[src/hw/rtl/sha_pkg.sv]
package sha_pkg;

    localparam int unsigned WORD_W   = 32;
    localparam int unsigned NUM_VARS = 8;
    localparam int unsigned NUM_SCHED = 16;
    localparam int unsigned NUM_ROUNDS = 64;

    typedef logic [WORD_W-1:0] t_word;
    typedef logic [NUM_VARS-1:0][WORD_W-1:0] t_hash;
    typedef logic [NUM_SCHED-1:0][WORD_W-1:0] t_sched;

    typedef struct packed {
        logic [31:0] msg_word;
        logic [2:0]  valid_bytes;
        logic        last;
    } t_in_item;

    typedef struct packed {
        logic [31:0] hash_word;
        logic [2:0]  word_index;
        logic        last_word;
    } t_out_item;

    // Control from the padding sequencer to the compression engine.
    typedef struct packed {
        logic  push;
        logic  start;
        t_word word;
    } t_core_ctl;

    localparam t_hash HASH_IV = {
        32'h5BE0CD19, 32'h1F83D9AB, 32'h9B05688C, 32'h510E527F,
        32'hA54FF53A, 32'h3C6EF372, 32'hBB67AE85, 32'h6A09E667
    };

    localparam t_word ROUND_K [NUM_ROUNDS] = '{
        32'h428A2F98, 32'h71374491, 32'hB5C0FBCF, 32'hE9B5DBA5,
        32'h3956C25B, 32'h59F111F1, 32'h923F82A4, 32'hAB1C5ED5,
        32'hD807AA98, 32'h12835B01, 32'h243185BE, 32'h550C7DC3,
        32'h72BE5D74, 32'h80DEB1FE, 32'h9BDC06A7, 32'hC19BF174,
        32'hE49B69C1, 32'hEFBE4786, 32'h0FC19DC6, 32'h240CA1CC,
        32'h2DE92C6F, 32'h4A7484AA, 32'h5CB0A9DC, 32'h76F988DA,
        32'h983E5152, 32'hA831C66D, 32'hB00327C8, 32'hBF597FC7,
        32'hC6E00BF3, 32'hD5A79147, 32'h06CA6351, 32'h14292967,
        32'h27B70A85, 32'h2E1B2138, 32'h4D2C6DFC, 32'h53380D13,
        32'h650A7354, 32'h766A0ABB, 32'h81C2C92E, 32'h92722C85,
        32'hA2BFE8A1, 32'hA81A664B, 32'hC24B8B70, 32'hC76C51A3,
        32'hD192E819, 32'hD6990624, 32'hF40E3585, 32'h106AA070,
        32'h19A4C116, 32'h1E376C08, 32'h2748774C, 32'h34B0BCB5,
        32'h391C0CB3, 32'h4ED8AA4A, 32'h5B9CCA4F, 32'h682E6FF3,
        32'h748F82EE, 32'h78A5636F, 32'h84C87814, 32'h8CC70208,
        32'h90BEFFFA, 32'hA4506CEB, 32'hBEF9A3F7, 32'hC67178F2
    };

endpackage

[src/hw/rtl/sha_core.sv]
module sha_core (
    input  logic              i_clk,
    input  logic              i_rst_n,
    input  sha_pkg::t_core_ctl i_ctl,
    input  sha_pkg::t_hash    i_chain,
    output logic              o_done,
    output sha_pkg::t_hash    o_vars
);
    import sha_pkg::*;

    localparam logic [5:0] RND_LAST = 6'(NUM_ROUNDS - 1);

    // The schedule window doubles as the block buffer: words shift in at the
    // top, so after sixteen pushes the oldest word sits in entry zero.
    t_sched     r_w, n_w;
    t_hash      r_v, n_v;
    logic       r_run, n_run;
    logic       r_done, n_done;
    logic [5:0] r_rnd, n_rnd;

    t_word w_t1, w_t2, w_new;
    t_word a, b, c, e, f, g, h;
    t_word x1, x14;

    always_comb begin
        a   = r_v[0];
        b   = r_v[1];
        c   = r_v[2];
        e   = r_v[4];
        f   = r_v[5];
        g   = r_v[6];
        h   = r_v[7];
        x1  = r_w[1];
        x14 = r_w[14];

        w_t1 = h
             + ({e[5:0], e[31:6]} ^ {e[10:0], e[31:11]} ^ {e[24:0], e[31:25]})
             + ((e & f) | (~e & g))
             + ROUND_K[r_rnd]
             + r_w[0];
        w_t2 = ({a[1:0], a[31:2]} ^ {a[12:0], a[31:13]} ^ {a[21:0], a[31:22]})
             + ((a & b) | (a & c) | (b & c));

        w_new = ({x14[16:0], x14[31:17]} ^ {x14[18:0], x14[31:19]} ^ (x14 >> 10))
              + r_w[9]
              + ({x1[6:0], x1[31:7]} ^ {x1[17:0], x1[31:18]} ^ (x1 >> 3))
              + r_w[0];
    end

    always_comb begin
        n_w    = r_w;
        n_v    = r_v;
        n_run  = r_run;
        n_rnd  = r_rnd;
        n_done = 1'b0;

        if (i_ctl.push) begin
            n_w = {i_ctl.word, r_w[NUM_SCHED-1:1]};
        end else if (r_run) begin
            n_w = {w_new, r_w[NUM_SCHED-1:1]};
        end

        if (i_ctl.start) begin
            n_v   = i_chain;
            n_run = 1'b1;
            n_rnd = '0;
        end else if (r_run) begin
            n_v[7] = g;
            n_v[6] = f;
            n_v[5] = e;
            n_v[4] = r_v[3] + w_t1;
            n_v[3] = c;
            n_v[2] = b;
            n_v[1] = a;
            n_v[0] = w_t1 + w_t2;
            n_rnd  = r_rnd + 6'd1;
            if (r_rnd == RND_LAST) begin
                n_run  = 1'b0;
                n_done = 1'b1;
            end
        end
    end

    always_ff @(posedge i_clk) begin
        r_w <= n_w;
        r_v <= n_v;
        if (!i_rst_n) begin
            r_run  <= 1'b0;
            r_done <= 1'b0;
            r_rnd  <= '0;
        end else begin
            r_run  <= n_run;
            r_done <= n_done;
            r_rnd  <= n_rnd;
        end
    end

    assign o_done = r_done;
    assign o_vars = r_v;

endmodule

[src/hw/rtl/sha256_hash_top.sv]
// Message words are taken back to back while the sequencer waits for words; every
// sixteenth word stalls the input for the 64 compression rounds, one round per cycle in
// the shared round unit. A last item is followed by padding and final compressions, then
// eight digest transfers, one per cycle when the output side does not stall.
// Reset (synchronous, active low) loads the initial hash and clears all counts.
module sha256_hash_top (
    input  logic               i_clk,
    input  logic               i_rst_n,
    input  logic               i_in_valid,
    output logic               o_in_stall,
    input  sha_pkg::t_in_item  i_in_item,
    output logic               o_out_valid,
    input  logic               i_out_stall,
    output sha_pkg::t_out_item o_out_item
);
    import sha_pkg::*;

    // Sequencer states.
    localparam logic [2:0] S_IDLE = 3'd0;  // taking message words
    localparam logic [2:0] S_PAD  = 3'd1;  // pushing the stand-alone pad word
    localparam logic [2:0] S_ZERO = 3'd2;  // zero fill, then the length high word
    localparam logic [2:0] S_LO   = 3'd3;  // pushing the length low word
    localparam logic [2:0] S_COMP = 3'd4;  // waiting on the round unit
    localparam logic [2:0] S_OUT  = 3'd5;  // sending the digest words

    localparam logic [3:0] POS_LAST   = 4'd15;
    localparam logic [3:0] POS_LENGTH = 4'd14;
    localparam logic [2:0] BYTES_FULL = 3'd4;
    localparam logic [2:0] IDX_LAST   = 3'd7;
    localparam t_word      PAD_WORD   = 32'h8000_0000;

    logic [2:0]  r_state, n_state;
    logic [2:0]  r_ret, n_ret;
    logic [3:0]  r_pos, n_pos;
    logic [31:0] r_cnt, n_cnt;
    t_hash       r_h, n_h;
    logic        r_ovld, n_ovld;
    logic [2:0]  r_oidx, n_oidx;
    t_out_item   r_out, n_out;

    t_core_ctl   w_ctl;
    logic        w_done;
    t_hash       w_vars;
    logic [2:0]  w_after;
    logic [2:0]  w_vb;
    t_word       w_tail;

    sha_core u_core (
        .i_clk   (i_clk),
        .i_rst_n (i_rst_n),
        .i_ctl   (w_ctl),
        .i_chain (r_h),
        .o_done  (w_done),
        .o_vars  (w_vars)
    );

    // On the last item only the leading valid bytes are kept, and the pad
    // byte lands directly behind them. Counts above four mean a full word.
    always_comb begin
        w_vb = (i_in_item.valid_bytes > BYTES_FULL) ? BYTES_FULL : i_in_item.valid_bytes;
        case (w_vb)
            3'd0:    w_tail = PAD_WORD;
            3'd1:    w_tail = {i_in_item.msg_word[31:24], 24'h80_0000};
            3'd2:    w_tail = {i_in_item.msg_word[31:16], 16'h8000};
            3'd3:    w_tail = {i_in_item.msg_word[31:8], 8'h80};
            default: w_tail = i_in_item.msg_word;
        endcase
    end

    always_comb begin
        n_state = r_state;
        n_ret   = r_ret;
        n_pos   = r_pos;
        n_cnt   = r_cnt;
        n_h     = r_h;
        n_ovld  = r_ovld;
        n_oidx  = r_oidx;
        n_out   = r_out;
        w_ctl   = '0;
        w_after = r_state;

        // The output register empties when its word is transferred.
        if (r_ovld && !i_out_stall) begin
            n_ovld = 1'b0;
        end

        case (r_state)
            S_IDLE: begin
                if (i_in_valid) begin
                    w_ctl.push = 1'b1;
                    if (!i_in_item.last) begin
                        w_ctl.word = i_in_item.msg_word;
                        n_cnt      = r_cnt + 32'(BYTES_FULL);
                        w_after    = S_IDLE;
                    end else begin
                        // A full last word still needs a separate pad word.
                        w_ctl.word = w_tail;
                        n_cnt      = r_cnt + 32'(w_vb);
                        w_after    = (w_vb == BYTES_FULL) ? S_PAD : S_ZERO;
                    end
                end
            end
            S_PAD: begin
                w_ctl.push = 1'b1;
                w_ctl.word = PAD_WORD;
                w_after    = S_ZERO;
            end
            S_ZERO: begin
                // Fill with zeros up to the length slot; a block with no room
                // left is padded out, compressed, and the next one filled.
                w_ctl.push = 1'b1;
                if (r_pos == POS_LENGTH) begin
                    w_ctl.word = {29'd0, r_cnt[31:29]};
                    w_after    = S_LO;
                end else begin
                    w_ctl.word = '0;
                    w_after    = S_ZERO;
                end
            end
            S_LO: begin
                w_ctl.push = 1'b1;
                w_ctl.word = {r_cnt[28:0], 3'd0};
                w_after    = S_OUT;
            end
            S_COMP: begin
                if (w_done) begin
                    for (int i = 0; i < NUM_VARS; i++) begin
                        n_h[i] = r_h[i] + w_vars[i];
                    end
                    n_state = r_ret;
                end
            end
            S_OUT: begin
                if (!r_ovld || !i_out_stall) begin
                    n_ovld           = 1'b1;
                    n_out.hash_word  = r_h[r_oidx];
                    n_out.word_index = r_oidx;
                    n_out.last_word  = (r_oidx == IDX_LAST);
                    n_oidx           = r_oidx + 3'd1;
                    if (r_oidx == IDX_LAST) begin
                        // Digest captured: start over for the next message.
                        n_state = S_IDLE;
                        n_h     = HASH_IV;
                        n_cnt   = '0;
                    end
                end
            end
            default: begin
                n_state = S_IDLE;
            end
        endcase

        // Every word that fills the last buffer slot starts a compression;
        // the sequencer resumes where it left off once the rounds finish.
        if (w_ctl.push) begin
            n_pos = r_pos + 4'd1;
            if (r_pos == POS_LAST) begin
                w_ctl.start = 1'b1;
                n_state     = S_COMP;
                n_ret       = w_after;
            end else begin
                n_state = w_after;
            end
        end
    end

    always_ff @(posedge i_clk) begin
        r_out <= n_out;
        if (!i_rst_n) begin
            r_state <= S_IDLE;
            r_ret   <= S_IDLE;
            r_pos   <= '0;
            r_cnt   <= '0;
            r_h     <= HASH_IV;
            r_ovld  <= 1'b0;
            r_oidx  <= '0;
        end else begin
            r_state <= n_state;
            r_ret   <= n_ret;
            r_pos   <= n_pos;
            r_cnt   <= n_cnt;
            r_h     <= n_h;
            r_ovld  <= n_ovld;
            r_oidx  <= n_oidx;
        end
    end

    // Input transfers are taken only while the sequencer waits for words.
    assign o_in_stall  = (r_state != S_IDLE);
    assign o_out_valid = r_ovld;
    assign o_out_item  = r_out;

endmodule

[config.mk]
export PLATFORM = sky130hd
export DESIGN_NAME = sha256_hash_top
export DESIGN_NICKNAME = d
export VERILOG_FILES = /design/src/hw/rtl/sha_pkg.sv /design/src/hw/rtl/sha_core.sv /design/src/hw/rtl/sha256_hash_top.sv
export SDC_FILE = /design/constraint.sdc
export NUM_CORES = 2
export LEC_CHECK = 0
export BUFFER_PORTS_ARGS = -buffer_cell sky130_fd_sc_hd__buf_2
export CORE_MARGIN = 2
export CORE_UTILIZATION = 45
export CTS_BUF_LIST = sky130_fd_sc_hd__clkbuf_8
export DETAILED_ROUTE_END_ITERATION = 8
export PLACE_DENSITY = 0.65
export REMOVE_ABC_BUFFERS = 1
export SETUP_SLACK_MARGIN = 0.02
export SLEW_MARGIN = 20
export SYNTH_ARGS = -nofsm -noshare
export SYNTH_HDL_FRONTEND = slang
export SYNTH_HIERARCHICAL = 1
export SYNTH_SLANG_ARGS = --single-unit
export TNS_END_PERCENT = 100
[constraint.sdc]
create_clock -name i_clk -period 11.7 [get_ports i_clk]
set_input_delay 0.585 -clock i_clk [delete_from_list [all_inputs] [get_ports i_clk]]
set_output_delay 0.585 -clock i_clk [all_outputs]
set_load 0.05 [all_outputs]
Word-level counts from Yosys, hierarchy flattened
Memory sizes are Yosys's and may differ from the RTL's.
Cells that the tools add are included.
{ "totals": {"word_cells": 177, "regBits": 1114, "mem_count": 1, "mem_bits_ro": 2048} }
{ "op_classes": {"n_lt_le_gt_ge": 3, "addsub": 23, "n_eq_ne": 21, "n_bitwise": 20, "mux": 45, "reduce_logical": 20} }
{ "memory_table": {"columns": ["memory", "depth", "width", "read_ports", "rd_clocked_by_memory_dff", "wr", "line", "source"], "rows": [
  ["(name not given)", 64, 32, 1, 0, 0, "sha_core.sv:39", "+ ROUND_K[r_rnd]"]
]} }
{ "ops": {"columns": ["op", "n"], "rows": [
  ["$mux W256", 5],
  ["$mux W512", 2],
  ["$add A32 B32 Y32", 18],
  ["$pmux W256 S2", 1],
  ["$mux W32", 9],
  ["$pmux W32 S4", 2],
  ["$xor A32 B32 Y32", 6],
  ["$and A32 B32 Y32", 5],
  ["$bmux W32 S3", 1],
  ["$or A32 B32 Y32", 3],
  ["$pmux W32 S2", 1],
  ["$add A32 B3 Y32", 1],
  ["$add A32 B3 Y32 const B", 1],
  ["$not A32 Y32", 1],
  ["$xor A32 B22 Y32", 1],
  ["$xor A32 B29 Y32", 1],
  ["$mux W3", 8],
  ["$eq A3 B2 Y1 const B", 4],
  ["$eq A3 B3 Y1 const B", 4],
  ["$pmux W3 S4", 1],
  ["$reduce_and A4 Y1", 3],
  ["$mux W1", 11],
  ["$pmux W3 S3", 1],
  ["$eq A4 B4 Y1 const B", 2],
  ["other kinds (26)", 40]
]} }

Logic depth before layout (Yosys ltp)
{ "depth": {"ltp_word": 9, "depth_mapped": 42, "depth_no_buf": 39} }

Cells and area by module
Netlist, hierarchy kept.
{ "modules_own_cells": {"columns": ["module", "area_each_um2", "n_inst", "cells_each"], "rows": [
  ["sha_core", 43095.1, 1, 3344],
  ["sha256_hash_top", 25248.0, 1, 2927]
]} }

Worst setup path after synthesis
No wires, ideal clock.
{ "synth_path": {"path_kind": "register to register", "start": "reg u_core.r_rnd[1]", "end": "reg u_core.r_v, in the netlist u_core/a[25] (data pin)", "path_stages_with_launch": 39, "setup_time_ns": 0.136, "path_slack_ns": 3.117, "period_less_slack_ns": 8.583, "t_required_ns": 11.564, "arrival_time_ns": 8.447, "cell_sequence": "dfxtp_1 clkbuf_1 inv_1 clkbuf_1 ha_1 clkbuf_1 buf_1 a21oi_1 a221oi_1 a21oi_1 fa_1 fa_1 fa_1 inv_1 ha_1 fa_1 a211oi_1 o21a_1 [... 3 more ...] nand2b_1 a21o_1 a21o_1 xor2_1 inv_1 fa_1 inv_1 ha_1 inv_1 o31ai_1 a311oi_1 nor3b_1 o31ai_1 a31oi_1 o21bai_1 a21o_1 a2111oi_0 nand3b_1"} }
{ "synth_lines": {"columns": ["element", "line", "source"], "rows": [
  ["start: declaration", "sha_core.sv:19", "logic [5:0] r_rnd, n_rnd;"],
  ["start signal: assignment", "sha_core.sv:94", "r_rnd <= n_rnd;"],
  ["end signal: assignment", "sha_core.sv:86", "r_v <= n_v;"],
  ["end: declaration", "sha_core.sv:16", "t_hash r_v, n_v;"]
]} }

==> metrics.md <==
| Metric | Value |
|---|---|
| Vias in the first global route | `47,746` |
| Worst Setup SP | `u_core/r_rnd[1]` |
| PortBufs | `just under 80` |
| Post-CTS sizing | `0` |
| Die span in x | `394 um` |
| Fillers | `about 14,000` |
| Crit path launch type | `register` |
| # DRC | `0` |
| Cts hold-fix bufs | `20` |
| TNS Setup | `0 ns` |
| Detail Route Antenna Nets | `0` |
| RSZ-0062 raised after global routing | `no` |
| CP Data Required Time | `12.46 ns` |
| Pwr/cell area | `253 mW/mm2` |
| Worst min path class | `primary input to register` |
| Vias per Instance | `around 6` |
| CTS tree | `yes` |
| Crit path kind | `register to register` |
| Area leader, netlist | `edfxtp_1` |
| Sw frac | `0.417` |
| Cell count after placement | `approximately 8,000` |
| Crit share post-route | `0.831` |
| RePlAce Congestion | `0.983` |
| Status | `finished clean` |
| Num rows | `143` |
| CORE AREA | `0.151 mm2` |
| Worst path slowest cell | `ha_1` |
| Initial antenna violation count | `2` |
| Global-route wire length before repair | `312 mm` |
| CP max FO | `24` |
| Post-synth EDFFs | `804` |
| Dominant cells by area after synthesis | `edfxtp_1 (35%), dfxtp_1 (9.1%), ha_1 (7.3%), fa_1 (5.7%), xnor2_1 (4.5%)` |
| Reg2Reg Setup Slack | `1.98 ns` |
| Cell leakage power | `roughly 29 nW` |
| Bufs on Longest Clock Path | `3` |
| Commonest non-fill, non-tap cell in the layout | `edfxtp_1` |
| Worst Path Arrival | `between 10 and 15 ns` |
| Hpwl dp | `155 mm` |
| FF-to-FF End | `u_core/a[25]` |
| H-tree levels | `4` |
| Hold worst-path end | `u_core/r_w[490]` |
| Clock Latency Late Sink | `0.96 ns` |
| CTS Buf Count | `190` |
| CP endpoint kind | `register` |
| Ys flop type | `edfxtp_1` |
| #FFs+latches synth | `1,114` |
| Grt ovf | `0` |
| Pin count of the biggest net entering global routing | `~100` |
| Fin crit period | `9.72 ns` |
| Routed WL | `between 200 and 250 mm` |
| Unique masters post-synth | `a little under 90` |
| Setup bufs post-CTS | `0` |
| Hold path startpoint | `i_in_item[14]` |
| Slew Limit Fails | `0` |
| Hold path depth | `4` |
| Commonest cells after routing, fill and taps aside | `edfxtp_1 (804), nand2_1 (465), a21oi_1 (403)` |
| Post-Route Skew | `approximately 0.08 ns` |
| Final Setup Violations | `0` |
| VDD IR max | `around 280 uV` |
| FF-to-FF Start | `u_core/r_rnd[1]` |
| Clock slew seen by the registers of the worst setup and hold paths | `approximately 0.07 ns` |
| Sequential-to-total area share from yosys stat | `0.444` |
| Max frequency | `slightly above 0.1 GHz` |
| CTS root buf | `clkbuf_8` |
| Final cell count without fillers | `8,527` |
| Post-synth ARST share | `0` |
| Die area | `0.155 mm2` |
| Max cap viols | `0` |
| Synthesized area | `0.0683 mm2` |
| Initial DRC Count | `5,609` |
| Comb power frac | `0.512` |
| Via count | `50,776` |
| Share of cells above drive strength 1 | `0.122` |
| Final Hold Fails | `0` |
| Syn Area/Cell | `about 11 um2` |
| Int Pwr | `0.0111 W` |
| Clock power frac | `0.197` |
| Slowest Stage Delay on Critical Path | `0.58 ns` |
| Worst Tran Pin Value | `1.21 ns` |
| Tot GR Track Use | `0.267` |
| DR pass1 iterations | `6` |
| Starting Density | `0.452` |
| Drt wl/cell | `24.8 um` |
| Die height | `just under 400 um` |
| Clock Sinks | `1,114` |
| Top cell type's share of synthesized area | `0.353` |
| Max transition margin | `0.185` |
| Area growth from synthesis to layout | `9.76%` |
| Sequential Power Share | `0.291` |
| Crit path top cell by count | `fa_1` |
| Post-Syn Instances | `6,271` |
| Worst R2R Path Depth | `35` |
| IO Pins | `78` |
| Synthesis Warnings | `6` |
| Switching pwr | `0.00792 W` |
| Nets@finish | `around 7,000` |
## cell usage after synthesis (11+ instances only)
master    count
mux4_2       72
nand4_1      36
xnor2_1     354
dfxtp_1     310
o21bai_1     48
o311ai_0     14
fa_1        196
o22ai_1      82
nand3_1      70
o21ai_1      15
buf_1        32
a211oi_1     58
a22oi_1      59
a31oi_1      50
a221oi_1     17
o21ai_0     401
nand2b_1     61
clkbuf_1    256
mux2_2      248
or2_2        16
o211ai_1     32
edfxtp_1    804
a22o_1       34
nand2_1     469
a21boi_0     11
and2_1       22
nor2b_1      46
o21a_1       50
or3_1        29
inv_1       316
a211o_1      11
mux2i_1      37
nor2_1      398
o31ai_1      36
nor3b_1      12
ha_1        397
nor3_1       81
and4_1       12
a21o_1      211
xor2_1      244
a311oi_1     17
a21oi_1     404
and3_1       43
## layer usage
metal  track usage  part of all wire
met1         0.399              0.46
met2         0.387              0.43
met3        0.0541             0.089
met4        0.0812             0.030
met5             0                 0
## worst max-delay path by stage
stage / endpoint / cells past startpoint
after detailed placement: u_core/a[25] / 35
after global routing: u_core/a[25] / 36
after floorplan: u_core/a[25] / 37
after global placement: u_core/a[25] / 35
after CTS: u_core/a[25] / 35
final: u_core/a[25] / 35
## area by class of cell
type | instances | area (um2) | area share
well taps | 2030 | 2540 | 0.0339
clock inverters | 151 | 1210 | 0.0161
multi-input cells | 4549 | 35800 | 0.477
diodes | 1 | 2.50 | 0.0000334
inverters | 317 | 1200 | 0.0160
clock buffers | 204 | 2810 | 0.0374
flip-flops and latches | 1114 | 30400 | 0.405
repair buffers | 161 | 1090 | 0.0146
## registers in the layout, indices dropped and copies added (netlist names), 3 cells and up
signal and count:
u_core/r_w 448, r_h 256, o_out_item 36, r_cnt 32
u_core/a 32, u_core/b 32, u_core/c 32, u_core/e 32
u_core/f 32, u_core/g 32, u_core/h 32, u_core/o_vars 32
u_core/x14 32, u_core/x1 32, u_core/r_rnd 6, r_pos 4
r_oidx 3, r_ret 3, r_state 3
## worst max-delay path: cells and delay by family (launching register included)
family                   cells  cell delay (ns)
flip-flops                   1             0.33
AND/OR/NAND/NOR              6             1.28
adder cells (fa/ha/maj)      8             3.49
AO/OA/AOI/OAI               15             3.60
XOR/XNOR                     1             0.27
buffers and inverters        5             0.60
## cell families (layout without fill, tap and decap cells)
kind of cell / count (synthesis) / count (layout) / synth area share
other: 0 / 1 / 0
adders and majority gates: 596 / 596 / 0.131
AOI/OAI and AO/OA: 1670 / 1670 / 0.157
muxes: 357 / 357 / 0.0700
xor gates and xnor gates: 598 / 598 / 0.0766
and+or+nand+nor: 1328 / 1328 / 0.0885
buffers and inverters: 608 / 833 / 0.0334
DFF: 1114 / 1114 / 0.444
## stage by stage
step	instance area [um2]	worst slack (ns)	hold WS [ns]	power (W)	utilization
after floorplan	67200	0.700	0.400	0.0124	-
after global routing	75000	1.44	0.0681	0.0202	0.496
final	75000	1.98	0.117	0.0190	0.496
after CTS	75000	2.12	0.0103	0.0189	0.495
after detailed placement	70800	2.21	0.405	0.0150	0.468
after global placement	70800	2.26	0.400	0.0149	0.468
## power by group through the flow
stage / logic [W] / registers, W / clock network [W]
floorplan: 0.00684 / 0.00553 / 0
global placement: 0.00928 / 0.00559 / 0
detailed placement: 0.00941 / 0.00561 / 0
CTS: 0.00951 / 0.00553 / 0.00382
global route: 0.0106 / 0.00557 / 0.00400
finish: 0.00971 / 0.00553 / 0.00374
(Power assumes the default switching activity.)
